--- src/hdl/yenc_pkg.sv ---
// ----------------------------------------------------------------------------
// yenc_pkg
// Shared types and character constants for the yEnc line encoder.
// ----------------------------------------------------------------------------
package yenc_pkg;

    localparam int LEN_W   = 12;   // line length register width
    localparam int COL_W   = 13;   // column counter width
    localparam int BURST_N = 4;    // most output bytes one input can cause
    localparam int CNT_W   = 3;    // holds 0..BURST_N

    localparam logic [LEN_W-1:0] LEN_RESET = 12'd128;

    localparam logic [7:0] ENC_OFFSET = 8'd42;
    localparam logic [7:0] ESC_OFFSET = 8'd64;
    localparam logic [7:0] ESC_CHAR   = 8'h3D;
    localparam logic [7:0] CR_CHAR    = 8'h0D;
    localparam logic [7:0] LF_CHAR    = 8'h0A;
    localparam logic [7:0] NUL_CHAR   = 8'h00;
    localparam logic [7:0] TAB_CHAR   = 8'h09;
    localparam logic [7:0] SPACE_CHAR = 8'h20;
    localparam logic [7:0] DOT_CHAR   = 8'h2E;

    typedef struct packed {
        logic [7:0] data_byte;
        logic       end_of_data;
    } t_in_item;

    typedef struct packed {
        logic [7:0] out_byte;
        logic       last_of_run;
        logic       buffer_done;
    } t_out_item;

    // Output bytes of one input; entry 0 goes out first.
    typedef struct packed {
        logic [BURST_N-1:0][7:0] bytes;
        logic [CNT_W-1:0]        count;
        logic                    eod;
    } t_burst;

endpackage

--- src/hdl/yenc_line_encoder.sv ---
// ----------------------------------------------------------------------------
// yenc_line_encoder
// yEnc encoder with escaping and CR LF line breaks.
// ----------------------------------------------------------------------------
// Each input beat yields one to four output beats: an optional CR LF line
// break, then the encoded byte or an '=' escape pair. The output register
// sends one beat per cycle while the sink is ready, so an input needs one
// output beat with no escape and no break, two with an escape, three with a
// break and four with both; with a ready sink a new input is taken every cycle
// in the plain case. The first output beat of an input is valid once the input
// register and then the burst register have taken it; a busy burst register
// holds it in the input register. The line length (reset 128) is capped at
// MAX_LINE_LENGTH and should only be written while the block is idle; the
// column position carries across end_of_data.
module yenc_line_encoder
    import yenc_pkg::*;
#(
    parameter int unsigned MAX_LINE_LENGTH = 4095
) (
    input  logic             i_clk,
    input  logic             i_rst_n,
    input  logic             i_cfg_we,
    input  logic [LEN_W-1:0] i_cfg_data,
    input  logic             i_valid,
    output logic             o_ready,
    input  t_in_item         i_data,
    output logic             o_valid,
    input  logic             i_ready,
    output t_out_item        o_data
);

    localparam int unsigned LEN_MAX = (1 << LEN_W) - 1;
    localparam logic [LEN_W-1:0] LIMIT_CAP =
        LEN_W'((MAX_LINE_LENGTH > LEN_MAX) ? LEN_MAX : MAX_LINE_LENGTH);

    logic [LEN_W-1:0] r_line_length;
    logic [LEN_W-1:0] limit;
    logic             burst_valid;
    t_burst           burst;
    logic             burst_take;

    always_ff @(posedge i_clk) begin
        if (!i_rst_n) begin
            r_line_length <= LEN_RESET;
        end else if (i_cfg_we) begin
            r_line_length <= i_cfg_data;
        end
    end

    assign limit = (r_line_length > LIMIT_CAP) ? LIMIT_CAP : r_line_length;

    yenc_enc_core u_core (
        .i_clk         (i_clk),
        .i_rst_n       (i_rst_n),
        .i_limit       (limit),
        .i_valid       (i_valid),
        .o_ready       (o_ready),
        .i_data        (i_data),
        .o_burst_valid (burst_valid),
        .o_burst       (burst),
        .i_burst_take  (burst_take)
    );

    yenc_burst_out u_out (
        .i_clk         (i_clk),
        .i_rst_n       (i_rst_n),
        .i_burst_valid (burst_valid),
        .i_burst       (burst),
        .o_load_ready  (burst_take),
        .o_valid       (o_valid),
        .i_ready       (i_ready),
        .o_data        (o_data)
    );

endmodule

--- src/hdl/yenc_enc_core.sv ---
// ----------------------------------------------------------------------------
// yenc_enc_core
// Input register, column counter and the encode/escape/line-break decision.
// ----------------------------------------------------------------------------
module yenc_enc_core
    import yenc_pkg::*;
(
    input  logic             i_clk,
    input  logic             i_rst_n,
    input  logic [LEN_W-1:0] i_limit,
    input  logic             i_valid,
    output logic             o_ready,
    input  t_in_item         i_data,
    output logic             o_burst_valid,
    output t_burst           o_burst,
    input  logic             i_burst_take
);

    logic             r_in_valid;
    t_in_item         r_in;
    logic [COL_W-1:0] r_col;
    logic [COL_W-1:0] n_col;

    logic [COL_W-1:0] limit_ext;
    logic [COL_W-1:0] col0;
    logic [7:0]       enc;
    logic [7:0]       enc_esc;
    logic             brk;
    logic             esc;
    logic             take;

    assign take          = r_in_valid & i_burst_take;
    assign o_ready       = ~r_in_valid | i_burst_take;
    assign o_burst_valid = r_in_valid;

    assign limit_ext = {{(COL_W-LEN_W){1'b0}}, i_limit};
    assign enc       = r_in.data_byte + ENC_OFFSET;
    assign enc_esc   = enc + ESC_OFFSET;
    assign brk       = (r_col >= limit_ext);
    assign col0      = brk ? '0 : r_col;

    always_comb begin
        esc = (enc == NUL_CHAR) || (enc == LF_CHAR) || (enc == CR_CHAR) || (enc == ESC_CHAR);
        // first column: leading whitespace and dot
        if ((col0 == '0) && ((enc == TAB_CHAR) || (enc == SPACE_CHAR) || (enc == DOT_CHAR))) begin
            esc = 1'b1;
        end
        // last column: trailing whitespace
        if (((col0 + COL_W'(1)) == limit_ext) && ((enc == TAB_CHAR) || (enc == SPACE_CHAR))) begin
            esc = 1'b1;
        end
        n_col = col0 + (esc ? COL_W'(2) : COL_W'(1));
    end

    always_comb begin
        o_burst.eod = r_in.end_of_data;
        case ({brk, esc})
            2'b00: begin
                o_burst.bytes = {8'h00, 8'h00, 8'h00, enc};
                o_burst.count = CNT_W'(1);
            end
            2'b01: begin
                o_burst.bytes = {8'h00, 8'h00, enc_esc, ESC_CHAR};
                o_burst.count = CNT_W'(2);
            end
            2'b10: begin
                o_burst.bytes = {8'h00, enc, LF_CHAR, CR_CHAR};
                o_burst.count = CNT_W'(3);
            end
            default: begin
                o_burst.bytes = {enc_esc, ESC_CHAR, LF_CHAR, CR_CHAR};
                o_burst.count = CNT_W'(4);
            end
        endcase
    end

    always_ff @(posedge i_clk) begin
        if (!i_rst_n) begin
            r_in_valid <= 1'b0;
            r_col      <= '0;
        end else begin
            if (i_valid && o_ready) begin
                r_in_valid <= 1'b1;
            end else if (take) begin
                r_in_valid <= 1'b0;
            end
            if (take) begin
                r_col <= n_col;
            end
        end
    end

    always_ff @(posedge i_clk) begin
        if (i_valid && o_ready) begin
            r_in <= i_data;
        end
    end

endmodule

--- src/hdl/yenc_burst_out.sv ---
// ----------------------------------------------------------------------------
// yenc_burst_out
// Output register that holds one input's burst and shifts it out a beat
// at a time.
// ----------------------------------------------------------------------------
module yenc_burst_out
    import yenc_pkg::*;
(
    input  logic      i_clk,
    input  logic      i_rst_n,
    input  logic      i_burst_valid,
    input  t_burst    i_burst,
    output logic      o_load_ready,
    output logic      o_valid,
    input  logic      i_ready,
    output t_out_item o_data
);

    logic [BURST_N-1:0][7:0] r_bytes;
    logic [CNT_W-1:0]        r_left;
    logic                    r_eod;
    logic                    last;

    assign last         = (r_left == CNT_W'(1));
    assign o_valid      = (r_left != '0);
    // reload in the same cycle the final beat leaves
    assign o_load_ready = (r_left == '0) || (last && i_ready);

    assign o_data.out_byte    = r_bytes[0];
    assign o_data.last_of_run = last;
    assign o_data.buffer_done = last & r_eod;

    always_ff @(posedge i_clk) begin
        if (!i_rst_n) begin
            r_left <= '0;
        end else if (i_burst_valid && o_load_ready) begin
            r_left <= i_burst.count;
        end else if (o_valid && i_ready) begin
            r_left <= r_left - CNT_W'(1);
        end
    end

    always_ff @(posedge i_clk) begin
        if (i_burst_valid && o_load_ready) begin
            r_bytes <= i_burst.bytes;
            r_eod   <= i_burst.eod;
        end else if (o_valid && i_ready) begin
            r_bytes <= {8'h00, r_bytes[BURST_N-1:1]};
        end
    end

endmodule

--- config.mk ---
export PLATFORM = sky130hd
export DESIGN_NAME = yenc_line_encoder
export DESIGN_NICKNAME = d
export VERILOG_FILES = /design/src/hdl/yenc_pkg.sv /design/src/hdl/yenc_line_encoder.sv /design/src/hdl/yenc_enc_core.sv /design/src/hdl/yenc_burst_out.sv
export SDC_FILE = /design/constraint.sdc
export NUM_CORES = 1
export LEC_CHECK = 0
export BUFFER_PORTS_ARGS = -buffer_cell sky130_fd_sc_hd__buf_4
export CAP_MARGIN = 0
export CORE_UTILIZATION = 56
export CTS_BUF_LIST = sky130_fd_sc_hd__clkbuf_4
export CTS_CLUSTER_SIZE = 14
export DETAILED_ROUTE_END_ITERATION = 16
export PLACE_DENSITY = 0.82
export SYNTH_ARGS = -nofsm -noshare
export SYNTH_HDL_FRONTEND = slang
export SYNTH_SLANG_ARGS = --single-unit
--- constraint.sdc ---
create_clock -name i_clk -period 4.6 [get_ports i_clk]
set_input_delay 0.92 -clock i_clk [delete_from_list [all_inputs] [get_ports i_clk]]
set_output_delay 0.92 -clock i_clk [all_outputs]
set_load 0.01 [all_outputs]
==> impl_metrics.env, run 1 <==
export IMPL_syn_inst=469
export IMPL_port_buffers=37
export IMPL_start_kind="flip-flop"
export IMPL_synthArstFlopShare_pct=0
export IMPL_dp_hpwl_um=7660
export IMPL_diodes=0
export IMPL_gr_total_overflow=0
export IMPL_setup_slack_ns=-0.0318
export IMPL_synthesis_area_um2=4420
export IMPL_cts_root_buf="clkbuf_4"
export IMPL_max_cap_viol_count=0
export IMPL_start_util_pct=57.5
export IMPL_dpl_cell_count=627
export IMPL_status="complete, but fails checks"
export IMPL_max_vdd_ir_drop_uv=445
export IMPL_postRouteAntennaNets=0
export IMPL_yosys_warnings=0
export IMPL_drc=0
export IMPL_fin_worst_hold_slack_ns=0.454
export IMPL_grt_pass1_wl_um=17400
export IMPL_period_needed_ns=4.63
export IMPL_worstPathArrival_ns=4.95
export IMPL_nets=594
export IMPL_cts_sinks=71
export IMPL_synth_edf_count=42
export IMPL_synth_cell_type_count=65
export IMPL_min_from="u_core.o_burst[0]"
export IMPL_viasPerCell=5.88
export IMPL_antenna_found_initial=0
export IMPL_grt_pass1_vias=3608
export IMPL_clk_latency_ns=0.41
export IMPL_violations="setup timing"
export IMPL_finalWirelength_um=10900
export IMPL_period_share_pct=101
export IMPL_setup_viol=2
export IMPL_synth_sequential_area_ratio_pct=41.7
export IMPL_avgRoutedWirePerCell_um=16.8
export IMPL_rsz0062_at_grt="true"
export IMPL_max_freq_mhz=216
export IMPL_synthFlopType="edfxtp_1"
export IMPL_fin_cells=649
export IMPL_core_area_um2=7690
export IMPL_ios=38
export IMPL_relSlewSlack_pct=42.6
export IMPL_fillers=579
export IMPL_rows=32
export IMPL_drtPass1Iterations=5
export IMPL_required_ns=4.92
export IMPL_drive_gt1_share_pct=32.0
export IMPL_num_vias=3814
export IMPL_mostFrequentLayoutCells="buf_4, nand2_1, edfxtp_1"
export IMPL_yosysTopAreaCellShare_pct=28.6
export IMPL_ff2ff_setup_slack_ns=-0.03
export IMPL_r2r_start="r_line_length[8]"
export IMPL_startpoint="r_line_length[8]"
export IMPL_endpoint_kind="flip-flop"
export IMPL_yosys_register_bits=71
export IMPL_stdcell_area_um2=5470
export IMPL_synth_area_top_cells="edfxtp_1, dfxtp_1, ha_1"
export IMPL_path_class="reg -> reg"
export IMPL_drt_iter0_drc=260
export IMPL_die_w_um=90.8
export IMPL_numCtsBuffers=9
export IMPL_clk_pin_slew_worst_paths_ns=0.13
export IMPL_area_growth_pct=23.9
export IMPL_min_path_type="reg -> reg"
export IMPL_die_area_um2=8250
export IMPL_synth_fp_nets=521
export IMPL_cp_max_fo=4
export IMPL_syn_avg_cell_area_um2=9.42
export IMPL_mostFrequentLayoutCell="buf_4"
export IMPL_cts_tree="done"
export IMPL_maxSlewViolCount=0
export IMPL_dpl_cell_area_um2=5190
export IMPL_htreeDepth=3
export IMPL_finalHoldViolCount=0
export IMPL_gp_congestion=0.965
export IMPL_grt_max_degree=54
export IMPL_grt_usage_pct=26.7
export IMPL_p_per_area_nw_per_um2=390
export IMPL_power_leakage_nw=2.22
export IMPL_finClkSkew_ns=0.0145
export IMPL_cts_buffer_depth=2
export IMPL_die_y_um=90.8
export IMPL_worst_pin_slew_ns=0.862
export IMPL_yosysTopAreaCell="edfxtp_1"
[cells by family after synthesis]
family,share of synthesized area [%]
XOR/XNOR,5.52
AND/OR/NAND/NOR,19.9
buffers and inverters,6.15
multiplexers,3.31
AO/OA/AOI/OAI,15.9
adder cells (fa/ha/maj),7.54
flip-flops,41.7
[report_power, final]
| part | internal [W] | switching [W] | total, W |
|---|---|---|---|
| Clock | 0.000111 | 0.000237 | 0.000347 |
| Sequential | 0.000901 | 0.0000572 | 0.000958 |
| Combinational | 0.000341 | 0.000488 | 0.000829 |
| Total | 0.00135 | 0.000782 | 0.00213 |
[synth_stat cells, drive strengths merged, types with 3 or more instances]
master  number
a31oi        7
xnor2       13
buf         17
o311ai       3
a211oi       3
and3         9
nor2        27
o21ai       24
ha          25
nand3       17
a21oi       22
o21a         4
mux2i       12
a21boi       6
and2         6
o31ai       13
dfxtp       29
o211ai       4
clkbuf      17
nand2       52
nor3        10
xor2         8
nand2b       6
nor4         5
inv         27
nand4       10
edfxtp      42
nor2b       21
[per-stage QoR]
step	util, %	TNS (ns)	setup slack [ns]	power [W]
2_1_floorplan	-	-0.0911	-0.0723	0.00152
3_3_place_gp	67.5	0	0.0160	0.00172
3_5_place_dp	67.5	-0.688	-0.163	0.00176
4_1_cts	69.8	0	0.00679	0.00211
5_1_grt	71.2	-1.60	-0.268	0.00226
6_report	71.2	-0.0569	-0.0318	0.00213
[metal layers]
| layer | GRT usage (%) | routed length, um | up-vias |
|---|---|---|---|
| li1 | - | - | 1829 |
| met1 | 36.8 | 4850 | 1803 |
| met2 | 44.0 | 5240 | 157 |
| met3 | 4.21 | 617 | 25 |
| met4 | 6.48 | 223 | 0 |
| met5 | 0 | 0 | - |
[sequential cells by signal, indices dropped and copies added (netlist names)]
name and count:
u_core.r_in 8, u_core.r_col 13, u_out.o_data 8, u_core.o_burst 1
u_out.r_left 3, u_core.o_burst_valid 1, u_out.r_bytes 24, r_line_length 12
u_out.r_eod 1
[final timing paths]
| kind | cells past startpoint | end |
|---|---|---|
| min | 0 | u_out.r_eod |
| min reg2reg | 0 | u_out.r_eod |
| max | 24 | u_core.r_col[10] |
| max reg2reg | 24 | u_core.r_col[10] |
[final cells by class]
| type | count | area, um2 | share of cell area [%] |
|---|---|---|---|
| clock buffer | 9 | 67.6 | 1.23 |
| multi-input combinational | 337 | 2550 | 46.6 |
| sequential | 71 | 1850 | 33.8 |
| tap | 102 | 128 | 2.33 |
| inverter | 27 | 101 | 1.85 |
| clock inverter | 7 | 48.8 | 0.892 |
| timing repair buffer | 96 | 724 | 13.2 |
[repair_timing]
item | CTS | global route
endpoints found under the hold margin | 0 | 0
setup endpoints to repair | 20 | 33
gates cloned | 0 | 0
resized for setup | 16 | 20
hold buffers | 0 | 0
pin swaps | 11 | 21
buffers inserted | 2 | 4
[worst max-delay path: stages (launching register included)]
cell and delay (ns):
dfxtp_2 0.36, inv_2 0.05, ha_4 0.27, nand4_1 0.16
or3_4 0.41, a31oi_4 0.23, nor2_4 0.07, and2_4 0.15
buf_4 0.15, inv_1 0.10, ha_4 0.22, xor2_2 0.19
nor4_4 0.07, and3_1 0.18, o2111a_2 0.30, a21boi_4 0.19
ha_2 0.21, inv_1 0.06, fa_2 0.36, nor2_4 0.11
nand3_2 0.12, nor2_4 0.16, nand4_1 0.12, xor2_1 0.16
and2_1 0.15
Power figures use the tool's default switching activity.
==> run 2: changes to the inputs <==
- CORE_ASPECT_RATIO: default -> 1.75
- CORE_UTILIZATION: 56 -> 50
- PLACE_DENSITY: 0.82 -> 0.74
- SKIP_CTS_REPAIR_TIMING: default -> 1
==> run 2 against run 1 <==
  * Routed wire length grew 7.6%
  * Worst setup slack lost 0.070 ns
  * Count of clock-buffer cells in the layout is the same
  * Highest routed layer unchanged
  * The flow still finishes with violations (setup timing)
  * Critical path type unchanged
  * First-iteration DRC count shrank 5.0%
  * Clock skew shrank 0.0011 ns
  * Cell area grew 6.2%
  * Die area grew 12%
  * Global-route usage is essentially flat
  * Critical endpoint unchanged
  * Maximum frequency shrank 1.5%
==> impl_metrics.env, run 2 (synthesized netlist as in run 1, its figures left out) <==
export IMPL_cts_sinks=71
export IMPL_relSlewSlack_pct=46.2
export IMPL_worst_pin_slew_ns=0.806
export IMPL_num_vias=3817
export IMPL_startpoint="r_line_length[2]"
export IMPL_cp_max_fo=5
export IMPL_port_buffers=37
export IMPL_fillers=692
export IMPL_max_vdd_ir_drop_uv=229
export IMPL_viasPerCell=5.58
export IMPL_period_share_pct=102
export IMPL_cts_buffer_depth=2
export IMPL_postRouteAntennaNets=0
export IMPL_power_leakage_nw=2.37
export IMPL_dp_hpwl_um=8790
export IMPL_drt_iter0_drc=247
export IMPL_gr_total_overflow=0
export IMPL_rsz0062_at_grt="true"
export IMPL_grt_pass1_wl_um=18500
export IMPL_status="complete, but fails checks"
export IMPL_endpoint_kind="flip-flop"
export IMPL_period_needed_ns=4.70
export IMPL_avgRoutedWirePerCell_um=17.2
export IMPL_path_class="reg -> reg"
export IMPL_dpl_cell_count=658
export IMPL_max_cap_viol_count=0
export IMPL_min_path_type="reg -> reg"
export IMPL_largest_registers="u_out.r_bytes: 24 flops, u_core.r_col: 13 flops, r_line_length: 12 flops"
export IMPL_area_growth_pct=31.6
export IMPL_htreeDepth=3
export IMPL_largest_register="u_out.r_bytes"
export IMPL_fin_cells=684
export IMPL_drive_gt1_share_pct=36.7
export IMPL_finalHoldViolCount=0
export IMPL_largest_reg_flops=24
export IMPL_worstPathArrival_ns=5.05
export IMPL_dp_slack_ns=-0.341
export IMPL_cts_root_buf="clkbuf_4"
export IMPL_gp_congestion=0.928
export IMPL_die_area_um2=9230
export IMPL_finClkSkew_ns=0.0134
export IMPL_nets=613
export IMPL_ios=38
export IMPL_setup_viol=4
export IMPL_start_util_pct=51.3
export IMPL_clk_latency_ns=0.44
export IMPL_stdcell_area_um2=5810
export IMPL_min_from="u_core.o_burst[0]"
export IMPL_drtPass1Iterations=4
export IMPL_grt_pass1_vias=3994
export IMPL_mostFrequentLayoutCell="buf_4"
export IMPL_mostFrequentLayoutCells="buf_4, nand2_1, edfxtp_1"
export IMPL_die_w_um=73.0
export IMPL_max_freq_mhz=213
export IMPL_required_ns=4.95
export IMPL_core_area_um2=8610
export IMPL_numCtsBuffers=9
export IMPL_maxSlewViolCount=0
export IMPL_drc=0
export IMPL_grt_max_degree=54
export IMPL_violations="setup timing"
export IMPL_p_per_area_nw_per_um2=396
export IMPL_dpl_cell_area_um2=5330
export IMPL_rows=45
export IMPL_setup_tns_ns=-0.304
export IMPL_cts_tree="done"
export IMPL_grt_usage_pct=26.6
export IMPL_finalWirelength_um=11800
export IMPL_r2r_start="r_line_length[2]"
export IMPL_ff2ff_setup_slack_ns=-0.10
export IMPL_clk_pin_slew_worst_paths_ns=0.12
export IMPL_start_kind="flip-flop"
export IMPL_antenna_found_initial=1
export IMPL_fin_worst_hold_slack_ns=0.441
export IMPL_setup_slack_ns=-0.102
export IMPL_die_y_um=126
==> run 2: final timing paths <==
path	end	depth (start not counted)
max	u_core.r_col[10]	26
min	u_out.r_eod	0
max reg2reg	u_core.r_col[10]	26
min reg2reg	u_out.r_eod	0
==> run 2: routing by layer <==
layer	wire [um]	share of wire, %	up-vias	track usage [%]
met2	6730	57	106	50.1
li1	-	-	1861	-
met1	4120	35	1815	26.0
met5	0	0	-	0
met4	541	4.6	0	15.8
met3	370	3.1	35	4.45
==> run 2: cell type report <==
class	instances	area, um2	share of cell area, %
antenna	1	2.50	0.0430
clock buffer	9	67.6	1.16
clock inverter	7	96.3	1.66
inverter	27	104	1.79
multi-input combinational	337	2670	45.9
sequential	71	1850	31.9
tap	117	146	2.52
timing repair buffer	115	875	15.0
==> run 2: per-stage QoR <==
step	total power, W	utilization [%]
finish	0.00230	67.5
global route	0.00244	67.5
CTS	0.00224	63.7
detailed placement	0.00179	61.8
global placement	0.00175	61.8
floorplan	0.00152	-
==> run 2: power by group <==
part | switching [W] | internal (W) | total [W] | leakage (nW)
clock | 0.000240 | 0.000222 | 0.000462 | 0.0903
sequential | 0.0000609 | 0.000902 | 0.000963 | 0.651
combinational | 0.000506 | 0.000370 | 0.000876 | 1.63
==> run 2: worst max-delay path, cell delays in order, from the launching register on <==
cell	delay, ns
dfxtp_2	0.35
inv_2	0.04
ha_4	0.26
nand4_1	0.16
buf_4	0.18
or3_4	0.34
a31oi_4	0.21
nor2_4	0.08
and2_4	0.16
buf_4	0.15
inv_1	0.11
ha_4	0.23
xor2_4	0.19
nor4_4	0.06
and3_1	0.18
o2111a_2	0.30
a21boi_4	0.19
buf_6	0.12
ha_4	0.12
inv_2	0.03
fa_2	0.36
nor2_4	0.14
nand3_4	0.10
nor2_4	0.11
nand4_1	0.11
xor2_1	0.17
and2_1	0.15
